File: src/design/contiguous_upper_memory_extent_core_assert.svh
// Assertion macros for the contiguous upper memory extent core.
`ifndef CONTIGUOUS_UPPER_MEMORY_EXTENT_CORE_ASSERT_SVH
`define CONTIGUOUS_UPPER_MEMORY_EXTENT_CORE_ASSERT_SVH

`ifndef SYNTHESIS
// Same-cycle implication, clocked on aclk, off during reset.
`define CUME_ASSERT_IMPL(name, ante, cons) \
    name: assert property (@(posedge aclk) disable iff (!aresetn) (ante) |-> (cons)) \
        else $error("cume: same-cycle check failed");
// Next-cycle implication, clocked on aclk, off during reset.
`define CUME_ASSERT_NEXT(name, ante, cons) \
    name: assert property (@(posedge aclk) disable iff (!aresetn) (ante) |=> (cons)) \
        else $error("cume: next-cycle check failed");
`else
`define CUME_ASSERT_IMPL(name, ante, cons)
`define CUME_ASSERT_NEXT(name, ante, cons)
`endif

`endif

File: src/design/cume_ram.sv
// Generic simple dual-port RAM with registered read.
module cume_ram #(
    parameter int WIDTH = 8,
    parameter int DEPTH = 16
) (
    input  logic                     aclk,
    input  logic                     we,
    input  logic [$clog2(DEPTH)-1:0] waddr,
    input  logic [WIDTH-1:0]         wdata,
    input  logic                     re,
    input  logic [$clog2(DEPTH)-1:0] raddr,
    output logic [WIDTH-1:0]         rdata
);

    logic [WIDTH-1:0] mem [DEPTH];

    // Write port
    always_ff @(posedge aclk) begin
        if (we) begin
            mem[waddr] <= wdata;
        end
    end

    // Registered read port
    always_ff @(posedge aclk) begin
        if (re) begin
            rdata <= mem[raddr];
        end
    end

endmodule

File: config.mk
export PLATFORM = sky130hd
export DESIGN_NAME = cume_ram
export DESIGN_NICKNAME = d
export VERILOG_FILES = /design/src/design/contiguous_upper_memory_extent_core_assert.svh /design/src/design/cume_ram.sv
export SDC_FILE = /design/constraint.sdc
export NUM_CORES = 1
export LEC_CHECK = 0
export BUFFER_PORTS_ARGS = -buffer_cell sky130_fd_sc_hd__buf_4
export CAP_MARGIN = 20
export CELL_PAD_IN_SITES_DETAIL_PLACEMENT = 1
export CELL_PAD_IN_SITES_GLOBAL_PLACEMENT = 1
export CORE_ASPECT_RATIO = 1.75
export CORE_MARGIN = 4
export CORE_UTILIZATION = 40
export CTS_CLUSTER_DIAMETER = 150
export DETAILED_ROUTE_END_ITERATION = 12
export PLACE_DENSITY_LB_ADDON = 0.1
export SYNTH_ARGS = -nofsm -noshare
export SYNTH_HDL_FRONTEND = slang
export SYNTH_SLANG_ARGS = --single-unit
File: constraint.sdc
create_clock -name aclk -period 3.5 [get_ports aclk]
set_input_delay 0.35 -clock aclk [delete_from_list [all_inputs] [get_ports aclk]]
set_output_delay 0.35 -clock aclk [all_outputs]
set_load 0.02 [all_outputs]
==> key figures <==
Route
  – Via count: between 2000 and 2500
  – Detailed Route WL: roughly 11000 µm
  – Antenna-violating nets left: 0
  – Drt drc: 0
  – DR pass1 iterations: 4
  – Initial detailed-routing violation count: between 100 and 150
  – Via/cell ratio: about 5.3
  – Avg WL per Cell: roughly 24 µm

GRT
  – Largest net degree at the start of global routing: 33
  – Vias in the first global route: around 2700
  – Overall Global Routing Usage: between 10% and 20%
  – First-pass GRT wire length: around 16000 µm
  – GR Overflow Total: 0
  – Antenna violations before repair: 0

Clock network
  – PostCTS Resize Cnt: 0
  – Post-CTS Setup Bufs: 0
  – Clock-pin slew on the worst setup and hold paths: 0.06 ns
  – CTS Buffer Depth: 2
  – CTS tree: yes
  – Max H-tree Level: 4
  – CTS Root Cell: clkbuf_16
  – Hold_buf cts: 0
  – CTS buffer count: 17
  – Clk sinks: approximately 140
  – Clock Latency Late Sink: around 0.41 ns

Placed design
  – Dpl hpwl: between 7000 and 8000 µm
  – I/O Buffers: 26
  – GP Congestion: around 0.74
  – Place WS: between 1 and 1.5 ns

Worst setup path
  – CP max-delay cell: mux4_1
  – WP data arrival: 1.89 ns
  – CP required: ~3.7 ns
  – Worst Path Max Fanout: 32
  – Startpoint Class: input pin
  – Kind of critical path: input pin to flip-flop
  – Largest stage delay, worst path: ~0.63 ns
  – CP Cell Sequence: buf_4, mux4_1, a22oi_1, nand2_1
  – CP top delay family: multiplexers
  – Critical Path End Type: flip-flop
  – WP buf/inv: 1

Die
  – Total core area: about 13000 µm²
  – Initial Util: 40.62%
  – Rows: 55
  – Die footprint: between 15000 and 20000 µm²
  – IO Pins: 27
  – Chip width: ~94 µm
  – Die height: ~160 µm

Hold path
  – Tightest Hold Check Type: input pin to flip-flop

Pwr
  – Peak VDD IR: around 380 µV
  – P_int: 3.093 mW
  – Psw: roughly 0.75 mW
  – Combinational share of power: under 10%
  – Switch share: 19.56%
  – Leak: ~2.0 nW
  – Reg power frac: approximately 48%
  – Pwr per Cell Area: a little over 600 nW/µm²
  – Part of the power in the clock network: a little under half

Synthesis
  – Avg Cell Area, Syn: between 20 and 25 µm²
  – FF+latch count, synth: between 100 and 150
  – Post-synthesis cell type count: 18
  – Synth warn: 0
  – Mapped cell area: around 5200 µm²
  – Sequential area share after synthesis: slightly below 80%
  – Synth Net Count: ~250
  – Synthesized instance count: about 230

STA
  – Worst setup margin: roughly 1.8 ns
  – Rel. slew slack: 34.13%
  – Worst slew pin tran: 0.9844 ns
  – Slew Limit Fails: 0
  – Max Fclk: 0.5762 GHz
  – Setup-failing EPs final: 0
  – Final hold vios: 0
  – Skew final: roughly 0.01 ns
  – Setup TNS: 0 ns
  – RSZ-0062 raised after global routing: no
  – Final period utilization: 49.58%
  – Crit path time final: between 1.5 and 2 ns

Finish
  – Layout cells sized above 1: between 20 and 30%
  – Area Growth Syn to Fin: 18.38%
  – Fin nets: about 290
  – # diodes: 0

Flow run
  – Maxcap violations: 0

Outcome
  – Status: finished, final reports clean
==> registers in the layout (all words and copies together), names as in the netlist <==
| signal | count |
|---|---|
| rdata | 8 |
| mem | 128 |
==> synthesized netlist by cell type <==
library cell / number / area (µm²)
nand3b_1: 2 / 15.01
edfxtp_1: 136 / 4084
or3b_2: 1 / 8.760
nand3_1: 1 / 5.000
and2_1: 1 / 6.260
buf_6: 3 / 33.78
a22oi_1: 16 / 120.1
buf_2: 3 / 15.01
buf_4: 1 / 7.510
nand2b_1: 2 / 12.51
mux4_1: 14 / 367.9
nor2b_1: 1 / 6.260
and2b_1: 1 / 7.510
nor2_1: 13 / 48.80
clkdlybuf4s25_2: 3 / 30.03
nand2_1: 9 / 33.78
nor3_1: 4 / 20.02
mux4_2: 18 / 405.4
==> power by group through the flow <==
| stage | logic, mW | clock network [mW] | registers, mW |
|---|---|---|---|
| after floorplan | 0.0926 | 0 | 1.89 |
| after global placement | 0.179 | 0 | 1.88 |
| after detailed placement | 0.183 | 0 | 1.88 |
| after CTS | 0.183 | 1.86 | 1.85 |
| after global routing | 0.195 | 1.93 | 1.85 |
| final | 0.178 | 1.82 | 1.85 |
==> per-layer routing <==
metal / part of all wire (%) / up-vias / global-route usage (%)
met1: 39 / 1266 / 18.28
met4: 1.8 / 0 / 6.114
met5: 0 / - / 0
met3: 3.4 / 15 / 3.404
met2: 56 / 63 / 27.26
li1: - / 1057 / -
==> path summary, 6_finish.rpt <==
path | start | endpoint | slack [ns] | depth (start not counted)
worst max-delay path | raddr[0] | rdata[2]$_DFFE_PP_ | 1.76 | 4
worst min-delay path | wdata[1] | mem[7][1]$_DFFE_PP_ | 0.24 | 1
worst max register to register | mem[0][2]$_DFFE_PP_ | rdata[2]$_DFFE_PP_ | 2.01 | 3
worst min register to register | mem[14][0]$_DFFE_PP_ | rdata[0]$_DFFE_PP_ | 0.74 | 3
==> kinds of logic (layout without fill, tap and decap cells) <==
logic type,count (synthesis),count (layout),synth area share (%)
compound gates,16,16,2.298
buf+inv,10,61,1.651
flops,136,136,78.12
mux,32,32,14.79
simple gates,35,35,3.136
==> per-stage QoR <==
stage / utilization [%] / instance area (µm²) / power (mW) / hold slack (ns) / cells
final: 48.09 / 6188 / 3.845 / 0.2445 / 451
after global routing: 48.09 / 6188 / 3.977 / 0.2470 / 451
after CTS: 48.09 / 6188 / 3.885 / 0.2392 / 451
after detailed placement: 43.36 / 5580 / 2.063 / 0.6733 / 420
after global placement: 43.36 / 5580 / 2.057 / 0.6567 / 420
after floorplan: - / 5228 / 1.979 / 0.4489 / 229
==> cell usage in the layout, fill, tap and decap left out, types with 2 or more instances in the layout <==
cell type,count
buf_4,30
nor2_1,13
nor3_1,4
bufinv_16,4
nand2_1,9
nand3b_1,2
clkbuf_16,17
clkinv_2,2
mux4_2,18
clkinv_1,2
clkinv_4,2
mux4_1,14
a22oi_1,16
nand2b_1,2
clkinvlp_4,2
edfxtp_1,136
==> area by class of cell <==
cell class | count | area (µm²)
sequential | 136 | 4084
multi-input combinational | 83 | 1057
tap | 171 | 214.0
timing repair buffer | 30 | 225.2
clock buffer | 18 | 429.2
clock inverter | 13 | 178.9
fill | 1168 | 6680
Power figures use the tool's default switching activity.
