`src/design/contiguous_upper_memory_extent_core_assert.svh`:
```
// Assertion macros for the contiguous upper memory extent core.
`ifndef CONTIGUOUS_UPPER_MEMORY_EXTENT_CORE_ASSERT_SVH
`define CONTIGUOUS_UPPER_MEMORY_EXTENT_CORE_ASSERT_SVH

`ifndef SYNTHESIS
// Same-cycle implication, clocked on aclk, off during reset.
`define CUME_ASSERT_IMPL(name, ante, cons) \
    name: assert property (@(posedge aclk) disable iff (!aresetn) (ante) |-> (cons)) \
        else $error("cume: same-cycle check failed");
// Next-cycle implication, clocked on aclk, off during reset.
`define CUME_ASSERT_NEXT(name, ante, cons) \
    name: assert property (@(posedge aclk) disable iff (!aresetn) (ante) |=> (cons)) \
        else $error("cume: next-cycle check failed");
`else
`define CUME_ASSERT_IMPL(name, ante, cons)
`define CUME_ASSERT_NEXT(name, ante, cons)
`endif

`endif

```
`src/design/cume_pkg.sv`:
```
// Shared types and constants for the contiguous upper memory extent core.
package cume_pkg;

    // Region table geometry
    localparam int MAX_ENTRIES = 128;
    localparam int IDX_W       = $clog2(MAX_ENTRIES);
    localparam int CNT_W       = $clog2(MAX_ENTRIES + 1);

    // Field widths
    localparam int ADDR_W      = 64;
    localparam int TYPE_W      = 32;
    localparam int FRONT_W     = 33;
    localparam int LIMIT_W     = 32;
    localparam int UPPER_KB_W  = 22;
    localparam int S_DATA_W    = 128;
    localparam int M_DATA_W    = 56;

    // Address constants
    localparam logic [FRONT_W-1:0] FRONTIER_START = 33'h0_0010_0000;
    localparam logic [FRONT_W-1:0] FOUR_GIB       = 33'h1_0000_0000;
    localparam logic [LIMIT_W-1:0] RESERVED_START = 32'hFFF0_0000;
    localparam logic [ADDR_W-1:0]  ADDR_MAX       = '1;
    localparam logic [TYPE_W-1:0]  TYPE_RAM       = 32'd1;

    // One stored region
    typedef struct packed {
        logic [ADDR_W-1:0] start_addr;
        logic [ADDR_W-1:0] end_addr;
        logic              is_ram;
    } entry_t;

    localparam int ENTRY_W = $bits(entry_t);

    // Outcome of checking one entry against the scan state
    typedef struct packed {
        logic               move;
        logic [FRONT_W-1:0] frontier;
        logic [LIMIT_W-1:0] limit;
    } eval_t;

    typedef enum logic [1:0] {
        ST_LOAD,
        ST_SCAN,
        ST_DONE
    } state_t;

endpackage

```
`src/design/cume_eval.sv`:
```
// Checks one region entry against the current frontier and reserved limit.
module cume_eval (
    input  cume_pkg::entry_t               entry,
    input  logic [cume_pkg::FRONT_W-1:0]   frontier,
    input  logic [cume_pkg::LIMIT_W-1:0]   limit,
    output cume_pkg::eval_t                res
);
    import cume_pkg::*;

    logic [FRONT_W-1:0] lo_raw;
    logic [FRONT_W-1:0] lo;
    logic [FRONT_W-1:0] next_front;
    logic               high;
    logic               live;

    // Clip start to the frontier, drop regions at or above 4 GiB
    always_comb begin
        lo_raw     = {1'b0, entry.start_addr[31:0]};
        high       = |entry.start_addr[63:32];
        lo         = (lo_raw < frontier) ? frontier : lo_raw;
        live       = !high && (entry.end_addr > {31'b0, lo});
        next_front = (entry.end_addr > {31'b0, FOUR_GIB}) ? FOUR_GIB
                                                          : entry.end_addr[FRONT_W-1:0];
    end

    // Extend through RAM at the frontier; a reserved region below the limit lowers it
    always_comb begin
        res.move     = 1'b0;
        res.frontier = frontier;
        res.limit    = limit;
        if (live) begin
            if (entry.is_ram && (lo == frontier)) begin
                if (next_front > frontier) begin
                    res.move     = 1'b1;
                    res.frontier = next_front;
                end
            end else if (!entry.is_ram && (lo < {1'b0, limit})) begin
                res.limit = lo[LIMIT_W-1:0];
            end
        end
    end

endmodule

```
`config.mk`:
```
export PLATFORM = sky130hd
export DESIGN_NAME = cume_eval
export DESIGN_NICKNAME = d
export VERILOG_FILES = /design/src/design/contiguous_upper_memory_extent_core_assert.svh /design/src/design/cume_pkg.sv /design/src/design/cume_eval.sv
export SDC_FILE = /design/constraint.sdc
export NUM_CORES = 1
export LEC_CHECK = 0
export BUFFER_PORTS_ARGS = -buffer_cell sky130_fd_sc_hd__buf_2
export CAP_MARGIN = 20
export CORE_UTILIZATION = 30
export DETAILED_ROUTE_END_ITERATION = 12
export PLACE_DENSITY = 0.57
export SLEW_MARGIN = 10
export SYNTH_ARGS = -nofsm -noshare
export SYNTH_HDL_FRONTEND = slang
export SYNTH_SLANG_ARGS = --single-unit
export TNS_END_PERCENT = 10
```
`constraint.sdc`:
```
create_clock -name vclk -period 11.61
set_clock_uncertainty 0.05 [all_clocks]
set_input_delay 3.483 -clock vclk [all_inputs]
set_output_delay 3.483 -clock vclk [all_outputs]
set_load 0.01 [all_outputs]
```
==> metrics.yaml <==
synthesis:
  synthMostInstantiatedCell: "sky130_fd_sc_hd__ha_1"
  mappedNetlistArea_um2: 5300
  netlist_instances: 667
  syn-num-nets: 985
  synthesized_area_per_cell_um2: 7.95
  synth_area_leader_cell: "sky130_fd_sc_hd__ha_1"
  synth.top_cells.by_area: "sky130_fd_sc_hd__ha_1, sky130_fd_sc_hd__mux2_4, sky130_fd_sc_hd__inv_1"
  seq_area_frac_synth_pct: 0
  synth_adder_area_share_pct: 29.3
  synth_compound_gate_area_share_pct: 16.3
  synth_warnings: 0
  synth_commonest_cells: "sky130_fd_sc_hd__ha_1, sky130_fd_sc_hd__inv_1, sky130_fd_sc_hd__a21o_1"
  synthSimpleGateAreaFrac_pct: 19.5
  synthDistinctLibCells: 55
  mux_share_of_post_synthesis_cell_area_pct: 21.0
  synth_largest_type_area_fraction_pct: 29.3
  largest_family_of_logic_cells_by_synthesized_area: "adder cells"
  synthXorXnorAreaFrac_pct: 4.96
floorplanning:
  starting_density_of_the_core_pct: 30.7
  floorplan.rows: 48
  die_width_um: 135
  boundaryPins: 260
  die_area_um2: 18200
  coreArea_um2: 17300
  die_height_um: 135
finish:
  final_layout_size_suffix_gt1_share_pct: 50.6
  num-clock-buffers: 0
  post_layout_nonfiller_instances: 1320
  nNetsFinal: 1413
  final_design_area_no_fill_um2: 8940
  fill_cells: 1664
  register_area_um2: 0
  seq_cell_count: 0
  areaGrowthSynthToFinish_pct: 68.6
  multiInputGateArea_um2: 5110
timing:
  portion_of_the_clock_cycle_consumed_by_the_worst_path_in_the_final_layout_pct: 104
  hold_violations: 0
  unrepaired_setup_endpoints_after_global_routing: "yes"
  setup_ws_ns: -0.460
  final-max-slew-violation-count: 0
  timing_limited_maximum_frequency_mhz: 82.8
  fin_setup_tns_ns: -23.03
  period_needed_ns: 12.07
  count_of_final_setup_violators: 65
  max_slew.worst_pin.slew_ns: 0.656
  timing.max_slew.rel_slack_pct: 55.7
place:
  placed_area_um2: 8080
  detailedPlacementHpwl_um: 21000
  port_buffers: 260
  placer_congestion: 0.981
  place.detailed.instances: 1295
power:
  internal_power_uw: 175
  power_frac_clock_pct: 0
  total_switching_power_uw: 158
  power.share.switching_pct: 47.3
  finalPower_uw: 333
  ir_worst_vdd_uv: 16.9
  sequentialPowerShare_pct: 0
  power.density_nw_per_um2: 37.3
  p_comb_share_pct: 100.0
  leakagePower_nw: 5.37
flow_run:
  max_cap_violations: 0
grt:
  grt_pass1_wl_um: 35600
  grt_start_max_net_pins: 35
  total_grt_usage_pct: 25.6
  grt_antenna_before_repair: 1
  grt_overflow_total: 0
  via_count_of_the_first_global_routing_pass: 6757
detailed_routing:
  route.final.wire_length_um: 24800
  drt-wirelength-per-cell_um: 18.8
  routed-via-count: 6879
  drtPass1Iterations: 5
  drt_iter0_markers: 409
  via_per_inst: 5.21
  post_route_antenna_net_violation_count: 0
  drt_drc: 0
critical_path:
  worstSetupStartpoint: "frontier[20]"
  critical_path_peak_fanout: 8
  worstPathArrival_ns: 8.54
  critPathCaptureType: "output port"
  crit_required_ns: 8.08
  criticalPathCategory: "primary input to output port"
  startpoint_type_of_the_worst_setup_path: "primary input"
hold_path:
  hold_path_startpoint: "limit[2]"
  min_path_type: "primary input to output port"
outcome:
  status: "finished with violations"
  violations: "negative setup slack"
clocking:
  cts_hold_buffers: 0
==> kinds of logic (layout without fill, tap and decap cells) <==
group | Yosys count | after routing
AOI/OAI and AO/OA | 124 | 124
xor gates and xnor gates | 30 | 30
adders and majority gates | 124 | 124
buffers and inverters | 117 | 543
muxes | 93 | 93
other | 0 | 2
and+or+nand+nor | 179 | 179
==> routing by layer <==
| layer | up-vias | track usage (%) | part of all wire [%] |
|---|---|---|---|
| li1 | 3353 | - | - |
| met2 | 337 | 46.1 | 48 |
| met3 | 56 | 2.18 | 6.6 |
| met5 | - | 0 | 0 |
| met1 | 3133 | 31.8 | 42 |
| met4 | 0 | 8.49 | 3.9 |
==> power by group through the flow <==
stage | Combinational [mW] | Sequential, mW | Clock [mW]
after floorplan | 0.139 | 0 | 0
after global placement | 0.293 | 0 | 0
after detailed placement | 0.294 | 0 | 0
after CTS | 0.320 | 0 | 0
after global routing | 0.362 | 0 | 0.0000000115
final | 0.333 | 0 | 0.0000000231
==> final timing paths <==
check	to	slack [ns]	depth (start not counted)
max	res[22]	-0.46	27
min	res[2]	7.25	3
==> timing repair <==
item                       CTS  global route
gates cloned                 3             2
setup buffers               12             7
gates resized for setup     79            42
setup endpoints to repair   66            66
pin swaps                   13            19
==> cells in the final DEF, fill, tap and decap left out, types with 3 or more instances in the layout <==
| master | n |
|---|---|
| sky130_fd_sc_hd__a221oi_1 | 3 |
| sky130_fd_sc_hd__o21ai_0 | 11 |
| sky130_fd_sc_hd__and3_1 | 31 |
| sky130_fd_sc_hd__buf_2 | 227 |
| sky130_fd_sc_hd__xnor2_1 | 29 |
| sky130_fd_sc_hd__nand4_1 | 40 |
| sky130_fd_sc_hd__nand2_1 | 19 |
| sky130_fd_sc_hd__mux2_2 | 17 |
| sky130_fd_sc_hd__nor3_1 | 7 |
| sky130_fd_sc_hd__mux2_4 | 44 |
| sky130_fd_sc_hd__ha_4 | 9 |
| sky130_fd_sc_hd__nor2_1 | 16 |
| sky130_fd_sc_hd__buf_8 | 3 |
| sky130_fd_sc_hd__or3_1 | 3 |
| sky130_fd_sc_hd__buf_6 | 39 |
| sky130_fd_sc_hd__a21o_1 | 44 |
| sky130_fd_sc_hd__buf_4 | 159 |
| sky130_fd_sc_hd__mux2i_2 | 3 |
| sky130_fd_sc_hd__inv_1 | 85 |
| sky130_fd_sc_hd__o21a_1 | 5 |
| sky130_fd_sc_hd__inv_4 | 8 |
| sky130_fd_sc_hd__nor4_1 | 28 |
| sky130_fd_sc_hd__inv_2 | 7 |
| sky130_fd_sc_hd__nand3_1 | 14 |
| sky130_fd_sc_hd__buf_12 | 11 |
| sky130_fd_sc_hd__ha_1 | 115 |
| sky130_fd_sc_hd__o21ai_1 | 7 |
| sky130_fd_sc_hd__nor2b_1 | 5 |
| sky130_fd_sc_hd__a21oi_1 | 23 |
| sky130_fd_sc_hd__o211ai_1 | 3 |
| sky130_fd_sc_hd__a21oi_2 | 3 |
| sky130_fd_sc_hd__mux2i_1 | 29 |
==> worst max-delay path, stage by stage <==
cell and delay, ns:
sky130_fd_sc_hd__buf_8 0.10, sky130_fd_sc_hd__inv_4 0.05, sky130_fd_sc_hd__ha_4 0.19, sky130_fd_sc_hd__and2_4 0.16, sky130_fd_sc_hd__a221o_1 0.35, sky130_fd_sc_hd__a222oi_1 0.41, sky130_fd_sc_hd__nand2_1 0.18, sky130_fd_sc_hd__nor2_4 0.19
sky130_fd_sc_hd__buf_12 0.13, sky130_fd_sc_hd__buf_12 0.13, sky130_fd_sc_hd__mux2_4 0.34, sky130_fd_sc_hd__inv_4 0.07, sky130_fd_sc_hd__ha_4 0.13, sky130_fd_sc_hd__nand4_1 0.14, sky130_fd_sc_hd__nor2_2 0.21, sky130_fd_sc_hd__nand4_1 0.13
sky130_fd_sc_hd__buf_6 0.16, sky130_fd_sc_hd__nor3_4 0.20, sky130_fd_sc_hd__o21a_1 0.19, sky130_fd_sc_hd__o221a_4 0.20, sky130_fd_sc_hd__o311ai_4 0.10, sky130_fd_sc_hd__buf_4 0.16, sky130_fd_sc_hd__a311o_2 0.42, sky130_fd_sc_hd__buf_12 0.16
sky130_fd_sc_hd__clkbuf_16 0.16, sky130_fd_sc_hd__mux2i_1 0.21, sky130_fd_sc_hd__buf_2 0.17
==> final cells by class <==
type                            count  share of cell area [%]
Inverter                          100                    4.42
Antenna cell                        2                  0.0560
Tap cell                          225                    3.15
Timing Repair Buffer              443                    35.2
Multi-Input combinational cell    550                    57.2
==> per-stage QoR <==
stage	hold slack, ns	util, %	setup WS [ns]
6_report	7.25	51.7	-0.460
3_3_place_gp	7.26	46.7	-0.695
3_5_place_dp	7.26	46.7	-0.763
4_1_cts	7.26	50.1	-0.228
2_1_floorplan	7.04	-	0.0122
5_1_grt	7.26	51.7	-0.672
Power figures use the tool's default switching activity.
